[src/hw/rtl/mpo_pkg.sv]
// mpo_pkg: shared types and constants for the perturb-and-observe MPPT tracker.
// No dependencies; used by every module of the block.
package mpo_pkg;

  localparam int VOLT_W  = 16;
  localparam int CURR_W  = 16;
  localparam int POWER_W = 32;
  localparam int STEP_W  = 10;
  localparam int FRAC_W  = 16;
  localparam int ADDR_W  = 4;
  localparam int DATA_W  = 32;

  localparam int QUEUE_DEPTH = 2;

  localparam logic              MODE_RST  = 1'b1;
  localparam logic [STEP_W-1:0] STEP_RST  = 10'd50;
  localparam logic [FRAC_W-1:0] FRAC_RST  = 16'd51118;
  localparam logic [VOLT_W-1:0] FLOOR_RST = 16'd100;

  // Q0.16 rounding constant, half up
  localparam logic [VOLT_W+FRAC_W-1:0] FRAC_HALF = 32'd32768;

  localparam logic MODE_PO  = 1'b0;
  localparam logic MODE_VOC = 1'b1;

  typedef enum logic [1:0] {
    REG_MODE  = 2'd0,
    REG_STEP  = 2'd1,
    REG_FRAC  = 2'd2,
    REG_FLOOR = 2'd3
  } reg_idx_t;

  typedef struct packed {
    logic              mode;
    logic [STEP_W-1:0] step_mv;
    logic [FRAC_W-1:0] voc_fraction_q16;
    logic [VOLT_W-1:0] floor_mv;
  } cfg_t;

  // One classified sample between front and back
  typedef struct packed {
    logic [VOLT_W-1:0]  voltage_mv;
    logic [POWER_W-1:0] power_nw;
    logic [VOLT_W-1:0]  voc_est_mv;
  } entry_t;

  typedef struct packed {
    logic full;
    logic empty;
  } q_stat_t;

endpackage

[src/hw/rtl/mpo_front.sv]
// mpo_front: input stage; accepts a sample, forms power and the fractional-VOC
// estimate, and hands the entry to the queue. Depends on mpo_pkg.
module mpo_front (
  input  logic                         clk,
  input  logic                         rst_n,
  input  logic                         push,
  output logic                         full,
  input  logic [mpo_pkg::VOLT_W-1:0]   in_voltage_mv,
  input  logic [mpo_pkg::CURR_W-1:0]   in_current_ua,
  input  logic [mpo_pkg::FRAC_W-1:0]   voc_fraction_q16,
  input  mpo_pkg::q_stat_t             q_stat,
  output logic                         q_push,
  output mpo_pkg::entry_t              q_entry
);

  logic                                        valid_r;
  logic                                        valid_nxt;
  mpo_pkg::entry_t                             entry_r;
  mpo_pkg::entry_t                             entry_nxt;
  logic                                        take;
  logic [mpo_pkg::VOLT_W+mpo_pkg::FRAC_W-1:0]  voc_prod;

  assign full   = valid_r && q_stat.full;
  assign take   = push && !full;
  assign q_push = valid_r && !q_stat.full;
  assign q_entry = entry_r;

  always_comb begin
    voc_prod = in_voltage_mv * voc_fraction_q16 + mpo_pkg::FRAC_HALF;
    entry_nxt.voltage_mv = in_voltage_mv;
    entry_nxt.power_nw   = in_voltage_mv * in_current_ua;
    // top half of the rounded Q0.16 product; never exceeds 16 bits
    entry_nxt.voc_est_mv = voc_prod[mpo_pkg::VOLT_W+mpo_pkg::FRAC_W-1:mpo_pkg::FRAC_W];
    valid_nxt = take || (valid_r && q_stat.full);
  end

  always_ff @(posedge clk) begin
    if (!rst_n) begin
      valid_r <= 1'b0;
    end else begin
      valid_r <= valid_nxt;
    end
    if (take) begin
      entry_r <= entry_nxt;
    end
  end

endmodule

[src/hw/rtl/mpo_queue.sv]
// mpo_queue: short FIFO of classified entries between front and back.
// Depends on mpo_pkg.
module mpo_queue #(
  parameter int DEPTH = mpo_pkg::QUEUE_DEPTH
) (
  input  logic             clk,
  input  logic             rst_n,
  input  logic             wr_en,
  input  mpo_pkg::entry_t  wr_data,
  input  logic             rd_en,
  output mpo_pkg::entry_t  rd_data,
  output mpo_pkg::q_stat_t stat
);

  localparam int PTR_W = (DEPTH > 1) ? $clog2(DEPTH) : 1;
  localparam int CNT_W = $clog2(DEPTH + 1);

  mpo_pkg::entry_t  mem [DEPTH];
  logic [PTR_W-1:0] wr_ptr_r, wr_ptr_nxt;
  logic [PTR_W-1:0] rd_ptr_r, rd_ptr_nxt;
  logic [CNT_W-1:0] cnt_r, cnt_nxt;
  logic             do_wr, do_rd;

  assign stat.full  = (cnt_r == CNT_W'(DEPTH));
  assign stat.empty = (cnt_r == '0);
  assign do_wr      = wr_en && !stat.full;
  assign do_rd      = rd_en && !stat.empty;
  assign rd_data    = mem[rd_ptr_r];

  always_comb begin
    wr_ptr_nxt = wr_ptr_r;
    rd_ptr_nxt = rd_ptr_r;
    cnt_nxt    = cnt_r;
    if (do_wr) begin
      wr_ptr_nxt = (wr_ptr_r == PTR_W'(DEPTH - 1)) ? '0 : wr_ptr_r + PTR_W'(1);
    end
    if (do_rd) begin
      rd_ptr_nxt = (rd_ptr_r == PTR_W'(DEPTH - 1)) ? '0 : rd_ptr_r + PTR_W'(1);
    end
    if (do_wr && !do_rd) begin
      cnt_nxt = cnt_r + CNT_W'(1);
    end else if (do_rd && !do_wr) begin
      cnt_nxt = cnt_r - CNT_W'(1);
    end
  end

  always_ff @(posedge clk) begin
    if (!rst_n) begin
      wr_ptr_r <= '0;
      rd_ptr_r <= '0;
      cnt_r    <= '0;
    end else begin
      wr_ptr_r <= wr_ptr_nxt;
      rd_ptr_r <= rd_ptr_nxt;
      cnt_r    <= cnt_nxt;
    end
    if (do_wr) begin
      mem[wr_ptr_r] <= wr_data;
    end
  end

endmodule

[src/hw/rtl/mpo_back.sv]
// mpo_back: tracker state update and result register.
// Depends on mpo_pkg; fed by mpo_queue.
module mpo_back (
  input  logic                          clk,
  input  logic                          rst_n,
  input  mpo_pkg::cfg_t                 cfg,
  input  mpo_pkg::q_stat_t              q_stat,
  input  mpo_pkg::entry_t               q_entry,
  output logic                          q_pop,
  output logic                          empty,
  input  logic                          pop,
  output logic [mpo_pkg::VOLT_W-1:0]    out_target_mv,
  output logic [mpo_pkg::POWER_W-1:0]   out_power_nw,
  output logic                          out_locked
);

  localparam int EST_W = mpo_pkg::VOLT_W + 2;
  localparam int SCL_W = mpo_pkg::POWER_W + 7;

  logic                         out_valid_r, out_valid_nxt;
  logic [mpo_pkg::VOLT_W-1:0]   last_v_r, last_v_nxt;
  logic [mpo_pkg::POWER_W-1:0]  last_p_r, last_p_nxt;
  logic [mpo_pkg::VOLT_W-1:0]   est_r, est_nxt;
  logic                         conv_r, conv_nxt;
  logic [mpo_pkg::VOLT_W-1:0]   target_r;
  logic [mpo_pkg::POWER_W-1:0]  power_r;

  logic                         take;
  logic                         up_v, up_p;
  logic signed [EST_W-1:0]      est_s, step_s;
  logic [mpo_pkg::POWER_W-1:0]  diff;
  logic [SCL_W-1:0]             diff_x100;
  logic [mpo_pkg::VOLT_W-1:0]   est_sat;

  assign take          = !q_stat.empty && (!out_valid_r || pop);
  assign q_pop         = take;
  assign empty         = !out_valid_r;
  assign out_target_mv = target_r;
  assign out_power_nw  = power_r;
  assign out_locked    = conv_r;

  always_comb begin
    up_v   = q_entry.voltage_mv > last_v_r;
    up_p   = q_entry.power_nw > last_p_r;
    step_s = $signed({{(EST_W-mpo_pkg::STEP_W){1'b0}}, cfg.step_mv});
    diff   = up_p ? (q_entry.power_nw - last_p_r) : (last_p_r - q_entry.power_nw);
    // 100*d as 64d + 32d + 4d
    diff_x100 = ({7'd0, diff} << 6) + ({7'd0, diff} << 5) + ({7'd0, diff} << 2);

    last_v_nxt = last_v_r;
    last_p_nxt = last_p_r;
    conv_nxt   = conv_r;

    if (cfg.mode == mpo_pkg::MODE_PO) begin
      if (last_v_r != '0) begin
        est_s = $signed({2'b00, est_r}) + ((up_v == up_p) ? step_s : -step_s);
      end else begin
        // seed from the measured voltage
        est_s = $signed({2'b00, q_entry.voltage_mv});
      end
      if (diff_x100 <= {7'd0, last_p_r}) begin
        conv_nxt = 1'b1;
      end
      last_v_nxt = q_entry.voltage_mv;
      last_p_nxt = q_entry.power_nw;
    end else begin
      est_s    = $signed({2'b00, q_entry.voc_est_mv});
      conv_nxt = 1'b1;
    end

    if (est_s < 0) begin
      est_sat = '0;
    end else if (est_s > $signed(EST_W'(16'hFFFF))) begin
      est_sat = '1;
    end else begin
      est_sat = est_s[mpo_pkg::VOLT_W-1:0];
    end
    est_nxt = (est_sat < cfg.floor_mv) ? cfg.floor_mv : est_sat;

    out_valid_nxt = take || (out_valid_r && !pop);
  end

  always_ff @(posedge clk) begin
    if (!rst_n) begin
      out_valid_r <= 1'b0;
      last_v_r    <= '0;
      last_p_r    <= '0;
      est_r       <= '0;
      conv_r      <= 1'b0;
    end else begin
      out_valid_r <= out_valid_nxt;
      if (take) begin
        last_v_r <= last_v_nxt;
        last_p_r <= last_p_nxt;
        est_r    <= est_nxt;
        conv_r   <= conv_nxt;
      end
    end
    if (take) begin
      target_r <= est_nxt;
      power_r  <= q_entry.power_nw;
    end
  end

endmodule

[src/hw/rtl/mppt_perturb_observe_tracker.sv]
// mppt_perturb_observe_tracker: top level of the MPPT tracker; register file,
// front stage, entry queue and back stage. Depends on mpo_pkg and its submodules.
//
//  channel   direction  handshake            beat contents
//  -------   ---------  -------------------  ---------------------------------
//  input     in         push / full          in_voltage_mv, in_current_ua
//  result    out        empty / pop          out_target_mv, out_power_nw, out_locked
//  config    in/out     psel/penable/pready  paddr, pwdata, prdata (4 regs at 4*i)
//
// One beat in and one beat out per cycle sustained while results are popped; a result
// passes through the front register, the queue and then the result register before
// it shows on the ports; a full queue or a held-back pop can stall it between them.
// The front holds the 16x16 power and VOC multiplies; the back holds the
// state update, so the state loop sets the one-beat-per-cycle figure.
// Reset (rst_n low, synchronous) clears tracker state, queue and the registers
// to their defaults. A stalled result waits in the result register while the
// queue keeps taking input beats; full rises only when front and queue are full.
module mppt_perturb_observe_tracker #(
  parameter int QUEUE_DEPTH = mpo_pkg::QUEUE_DEPTH
) (
  input  logic                         clk,
  input  logic                         rst_n,
  // input channel
  input  logic                         push,
  output logic                         full,
  input  logic [mpo_pkg::VOLT_W-1:0]   in_voltage_mv,
  input  logic [mpo_pkg::CURR_W-1:0]   in_current_ua,
  // result channel
  output logic                         empty,
  input  logic                         pop,
  output logic [mpo_pkg::VOLT_W-1:0]   out_target_mv,
  output logic [mpo_pkg::POWER_W-1:0]  out_power_nw,
  output logic                         out_locked,
  // configuration port
  input  logic                         psel,
  input  logic                         penable,
  input  logic                         pwrite,
  input  logic [mpo_pkg::ADDR_W-1:0]   paddr,
  input  logic [mpo_pkg::DATA_W-1:0]   pwdata,
  output logic [mpo_pkg::DATA_W-1:0]   prdata,
  output logic                         pready
);

  mpo_pkg::cfg_t     cfg_r, cfg_nxt;
  mpo_pkg::reg_idx_t reg_idx;
  logic              wr_en;

  mpo_pkg::q_stat_t  q_stat;
  mpo_pkg::entry_t   fq_entry, qb_entry;
  logic              q_push, q_pop;

  // ---------------- register file ----------------
  assign pready  = 1'b1;
  assign reg_idx = mpo_pkg::reg_idx_t'(paddr[3:2]);
  assign wr_en   = psel && penable && pwrite && pready;

  always_comb begin
    cfg_nxt = cfg_r;
    prdata  = '0;
    case (reg_idx)
      mpo_pkg::REG_MODE: begin
        prdata = {{(mpo_pkg::DATA_W-1){1'b0}}, cfg_r.mode};
        if (wr_en) cfg_nxt.mode = pwdata[0];
      end
      mpo_pkg::REG_STEP: begin
        prdata = {{(mpo_pkg::DATA_W-mpo_pkg::STEP_W){1'b0}}, cfg_r.step_mv};
        if (wr_en) cfg_nxt.step_mv = pwdata[mpo_pkg::STEP_W-1:0];
      end
      mpo_pkg::REG_FRAC: begin
        prdata = {{(mpo_pkg::DATA_W-mpo_pkg::FRAC_W){1'b0}}, cfg_r.voc_fraction_q16};
        if (wr_en) cfg_nxt.voc_fraction_q16 = pwdata[mpo_pkg::FRAC_W-1:0];
      end
      mpo_pkg::REG_FLOOR: begin
        prdata = {{(mpo_pkg::DATA_W-mpo_pkg::VOLT_W){1'b0}}, cfg_r.floor_mv};
        if (wr_en) cfg_nxt.floor_mv = pwdata[mpo_pkg::VOLT_W-1:0];
      end
      default: begin
        prdata = '0;
      end
    endcase
  end

  always_ff @(posedge clk) begin
    if (!rst_n) begin
      cfg_r.mode             <= mpo_pkg::MODE_RST;
      cfg_r.step_mv          <= mpo_pkg::STEP_RST;
      cfg_r.voc_fraction_q16 <= mpo_pkg::FRAC_RST;
      cfg_r.floor_mv         <= mpo_pkg::FLOOR_RST;
    end else begin
      cfg_r <= cfg_nxt;
    end
  end

  // ---------------- front: accept and multiply ----------------
  mpo_front u_front (
    .clk              (clk),
    .rst_n            (rst_n),
    .push             (push),
    .full             (full),
    .in_voltage_mv    (in_voltage_mv),
    .in_current_ua    (in_current_ua),
    .voc_fraction_q16 (cfg_r.voc_fraction_q16),
    .q_stat           (q_stat),
    .q_push           (q_push),
    .q_entry          (fq_entry)
  );

  // ---------------- decoupling queue ----------------
  mpo_queue #(
    .DEPTH (QUEUE_DEPTH)
  ) u_queue (
    .clk     (clk),
    .rst_n   (rst_n),
    .wr_en   (q_push),
    .wr_data (fq_entry),
    .rd_en   (q_pop),
    .rd_data (qb_entry),
    .stat    (q_stat)
  );

  // ---------------- back: tracker update and result ----------------
  mpo_back u_back (
    .clk           (clk),
    .rst_n         (rst_n),
    .cfg           (cfg_r),
    .q_stat        (q_stat),
    .q_entry       (qb_entry),
    .q_pop         (q_pop),
    .empty         (empty),
    .pop           (pop),
    .out_target_mv (out_target_mv),
    .out_power_nw  (out_power_nw),
    .out_locked    (out_locked)
  );

endmodule

[config.mk]
export PLATFORM = sky130hd
export DESIGN_NAME = mppt_perturb_observe_tracker
export DESIGN_NICKNAME = d
export VERILOG_FILES = /design/src/hw/rtl/mpo_pkg.sv /design/src/hw/rtl/mpo_front.sv /design/src/hw/rtl/mpo_queue.sv /design/src/hw/rtl/mpo_back.sv /design/src/hw/rtl/mppt_perturb_observe_tracker.sv
export SDC_FILE = /design/constraint.sdc
export NUM_CORES = 2
export LEC_CHECK = 0
export BUFFER_PORTS_ARGS = -buffer_cell sky130_fd_sc_hd__buf_2
export CAP_MARGIN = 20
export CORE_ASPECT_RATIO = 1.1
export CORE_MARGIN = 5
export CORE_UTILIZATION = 35
export DETAILED_ROUTE_END_ITERATION = 8
export GPL_ROUTABILITY_DRIVEN = 0
export SLEW_MARGIN = 20
export SYNTH_ARGS = -nofsm -noshare
export SYNTH_HDL_FRONTEND = slang
export SYNTH_SLANG_ARGS = --single-unit
[constraint.sdc]
create_clock -name clk -period 17.57 [get_ports clk]
set_input_delay 0.8785 -clock clk [delete_from_list [all_inputs] [get_ports clk]]
set_output_delay 0.8785 -clock clk [all_outputs]
set_load 0.01 [all_outputs]
==> results by group <==
Timing
  – Peak Freq: 0.0981 GHz
  – Post-route setup TNS: 0 ns
  – Final Hold Fails: 0
  – Slew Viols, Final: 0
  – Clock skew: 0.0302 ns
  – Period minus WS final: 10.19 ns
  – Slew Limit Headroom: 27.4%
  – Fin crit share: 58.0%
  – Final Setup Violations: 0
  – RSZ-0062 raised after global routing: no
  – Worst slew pin tran: 1.08 ns

Synthesis
  – Synthesis-stage register bit count: 355
  – Top cells by area, synth: fa_1 (22%), edfxtp_1 (19%), ha_1 (13%), dfxtp_1 (6.2%), inv_1 (6.1%)
  – Async S/R FF share, synth: 0%
  – Primary FF master, synth: edfxtp_1
  – Average cell area after synthesis: 9.49 sq um
  – Register area share after synthesis: 25.4%
  – Yosys Warn Count: 0
  – Synth top area share: 22.4%
  – Synth area leader: fa_1
  – Synth cell types: 78
  – Post-Syn Instances: 3941
  – Number of flops mapped to enable cells by yosys: 240
  – Syn Std Cell Area: 0.0374 sq mm

Critical path
  – Worst Path Arrival: 10.64 ns
  – Most used cell, CP: o21ai_0
  – Critical Path Slowest Stage Cell: o21ai_4
  – Req. time, crit path: 18.02 ns
  – CP endpoint kind: register
  – Delay of the slowest critical-path stage: 0.91 ns
  – Worst Setup Start Kind: register
  – Worst setup path category: reg2reg
  – R2r setup slk: 7.38 ns
  – Max FO, Critical Path: 48

Floorplanning
  – Initial Util: 35.3%
  – Core Rows: 125
  – Total core area: 0.106 sq mm
  – Total I/O pin count: 159
  – Die area: 0.113 sq mm
  – Die Wd: 322 microns
  – Die H: 353 microns

Global routing
  – Grt met2 use: 27.8%
  – Initial antenna violation count: 11
  – Pin count of the biggest net entering global routing: 82
  – Vias in the first global route: 27.9k
  – M1 GR Usage: 21.7%
  – Global-route track usage on met3: 1.64%
  – Total GRT Usage: 16.2%
  – Wire length of the first global-routing pass: 150000 microns
  – GR peak layer: met2
  – Final global-route overflow total: 0

Run
  – Max_cap viols: 0

Drt
  – DRT Pass-1 Iters: 5
  – DRC violations left: 0
  – DR vias: 27.1k
  – DR vias/cell: 5.03
  – DR WL/cell: 17.2 microns
  – ANT nets after route: 0
  – Iteration-0 DRC Markers: 1628
  – Total wire length: 92800 microns

CTS
  – Post-CTS Setup Inserts: 0
  – CTS sink cnt: 355
  – CTS resizes: 0
  – H-tree depth: 2
  – Root Driver: clkbuf_16
  – Latest clock arrival within the worst-skew pair: 0.56 ns
  – Number of hold buffers added after CTS: 0
  – Clock buffer count from CTS: 34
  – CTS clk-pin slew, worst paths: 0.07 ns
  – Maximum clock insertion buffer count: 3
  – TritonCTS clock tree: built

Layout
  – Fin nets: 4843
  – Commonest non-fill, non-tap cell in the layout: inv_1
  – Most frequent cells in the layout: inv_1 (609), nand2_1 (500), fa_1 (419)
  – Synth-to-Final Area Change: 8.10%
  – Fraction of layout cells with a size suffix above 1: 6.89%

Run status
  – Status: finished, final reports clean

Placement
  – Detailed Place HPWL: 70700 microns
  – Port bufs: 123

Hold path
  – Min-Delay Path Class: reg2reg
-- registers in the layout, indices dropped and copies added (netlist names), named ones only --
signal / count
u_queue.mem: 128
u_front.q_entry: 64
cfg_r: 43
u_back.last_p_r: 32
u_back.out_power_nw: 32
u_back.est_r: 16
u_back.last_v_r: 16
u_back.out_target_mv: 16
u_queue.cnt_r: 2
u_back.out_locked: 1
u_back.out_valid_r: 1
u_front.valid_r: 1
u_queue.rd_ptr_r: 1
u_queue.wr_ptr_r: 1
-- worst paths after layout --
check / from / endpoint / cells past startpoint
worst min register to register: u_front.q_entry[42] / u_queue.mem[0][42] / 0
worst min-delay path: u_front.q_entry[42] / u_queue.mem[0][42] / 0
worst max-delay path: register / u_back.est_r[0] / 33
worst max register to register: register / u_back.est_r[0] / 33
-- area by class of cell --
class                   count  area, sq um
clock inverters            20          200
flip-flops and latches    355         9510
diodes                      8         20.0
fillers                 10400        65500
inverters                 611         2290
repair buffers            159          886
well taps                1397         1750
clock buffers              42          921
multi-input cells        2792        24800
-- per-layer routing --
layer  vias to the layer above  wire length (microns)
met4                         4                   2710
li1                      13000                      -
met2                       590                  44500
met1                     13400                  41500
met3                       153                   4050
met5                         -                     27
-- cell usage after synthesis, drive strengths merged (5+ instances only) --
cell type / number
a22o: 9
nor2b: 31
a21oi: 199
inv: 611
xor2: 41
nand2: 500
a21boi: 6
a211oi: 77
nor4: 12
mux2i: 72
and3: 17
buf: 47
fa: 419
or3: 12
ha: 396
nand3: 53
o31ai: 9
clkbuf: 151
a41oi: 5
nand2b: 20
o21ai: 126
and2: 182
a21o: 70
a31oi: 9
xnor2: 87
o211ai: 25
nor3: 33
nor3b: 5
edfxtp: 240
mux2: 32
a221oi: 6
o21a: 17
nand4: 43
nor2: 171
dfxtp: 115
and4: 5
o21bai: 29
-- logic make-up (layout without fill, tap and decap cells) --
| kind of cell | count (synthesis) | after routing | share of synthesized area, % |
|---|---|---|---|
| xor gates and xnor gates | 128 | 128 | 3.02 |
| AOI/OAI and AO/OA | 625 | 625 | 10.6 |
| other | 2 | 25 | 0.0201 |
| DFF | 355 | 355 | 25.4 |
| adders and majority gates | 815 | 815 | 35.7 |
| muxes | 105 | 105 | 2.98 |
| buffers and inverters | 809 | 832 | 8.41 |
| and+or+nand+nor | 1102 | 1102 | 13.8 |
-- metrics by stage --
step	cells	instance area, sq um	setup slack, ns	hold WS, ns	util [%]
2_1_floorplan	3956	37400	8.33	0.421	-
3_3_place_gp	5314	39300	7.45	0.423	37.1
3_5_place_dp	5314	39300	7.41	0.429	37.1
4_1_cts	5376	40400	7.39	0.423	38.2
5_1_grt	5378	40400	6.61	0.447	38.2
6_report	5384	40400	7.38	0.419	38.2
-- critical path, delay by kind of cell, from the launching register on --
family	cells	cell delay (ns)
compound gates	21	5.18
fa+ha+maj	3	1.05
simple gates	3	0.45
buf+inv	3	1.43
mux	2	0.91
flops	1	0.70
xor+xnor	1	0.34
Power is left out: the tool's default activity adds up to more than one toggle a clock period on the data nets, which glitch-free logic cannot reach.
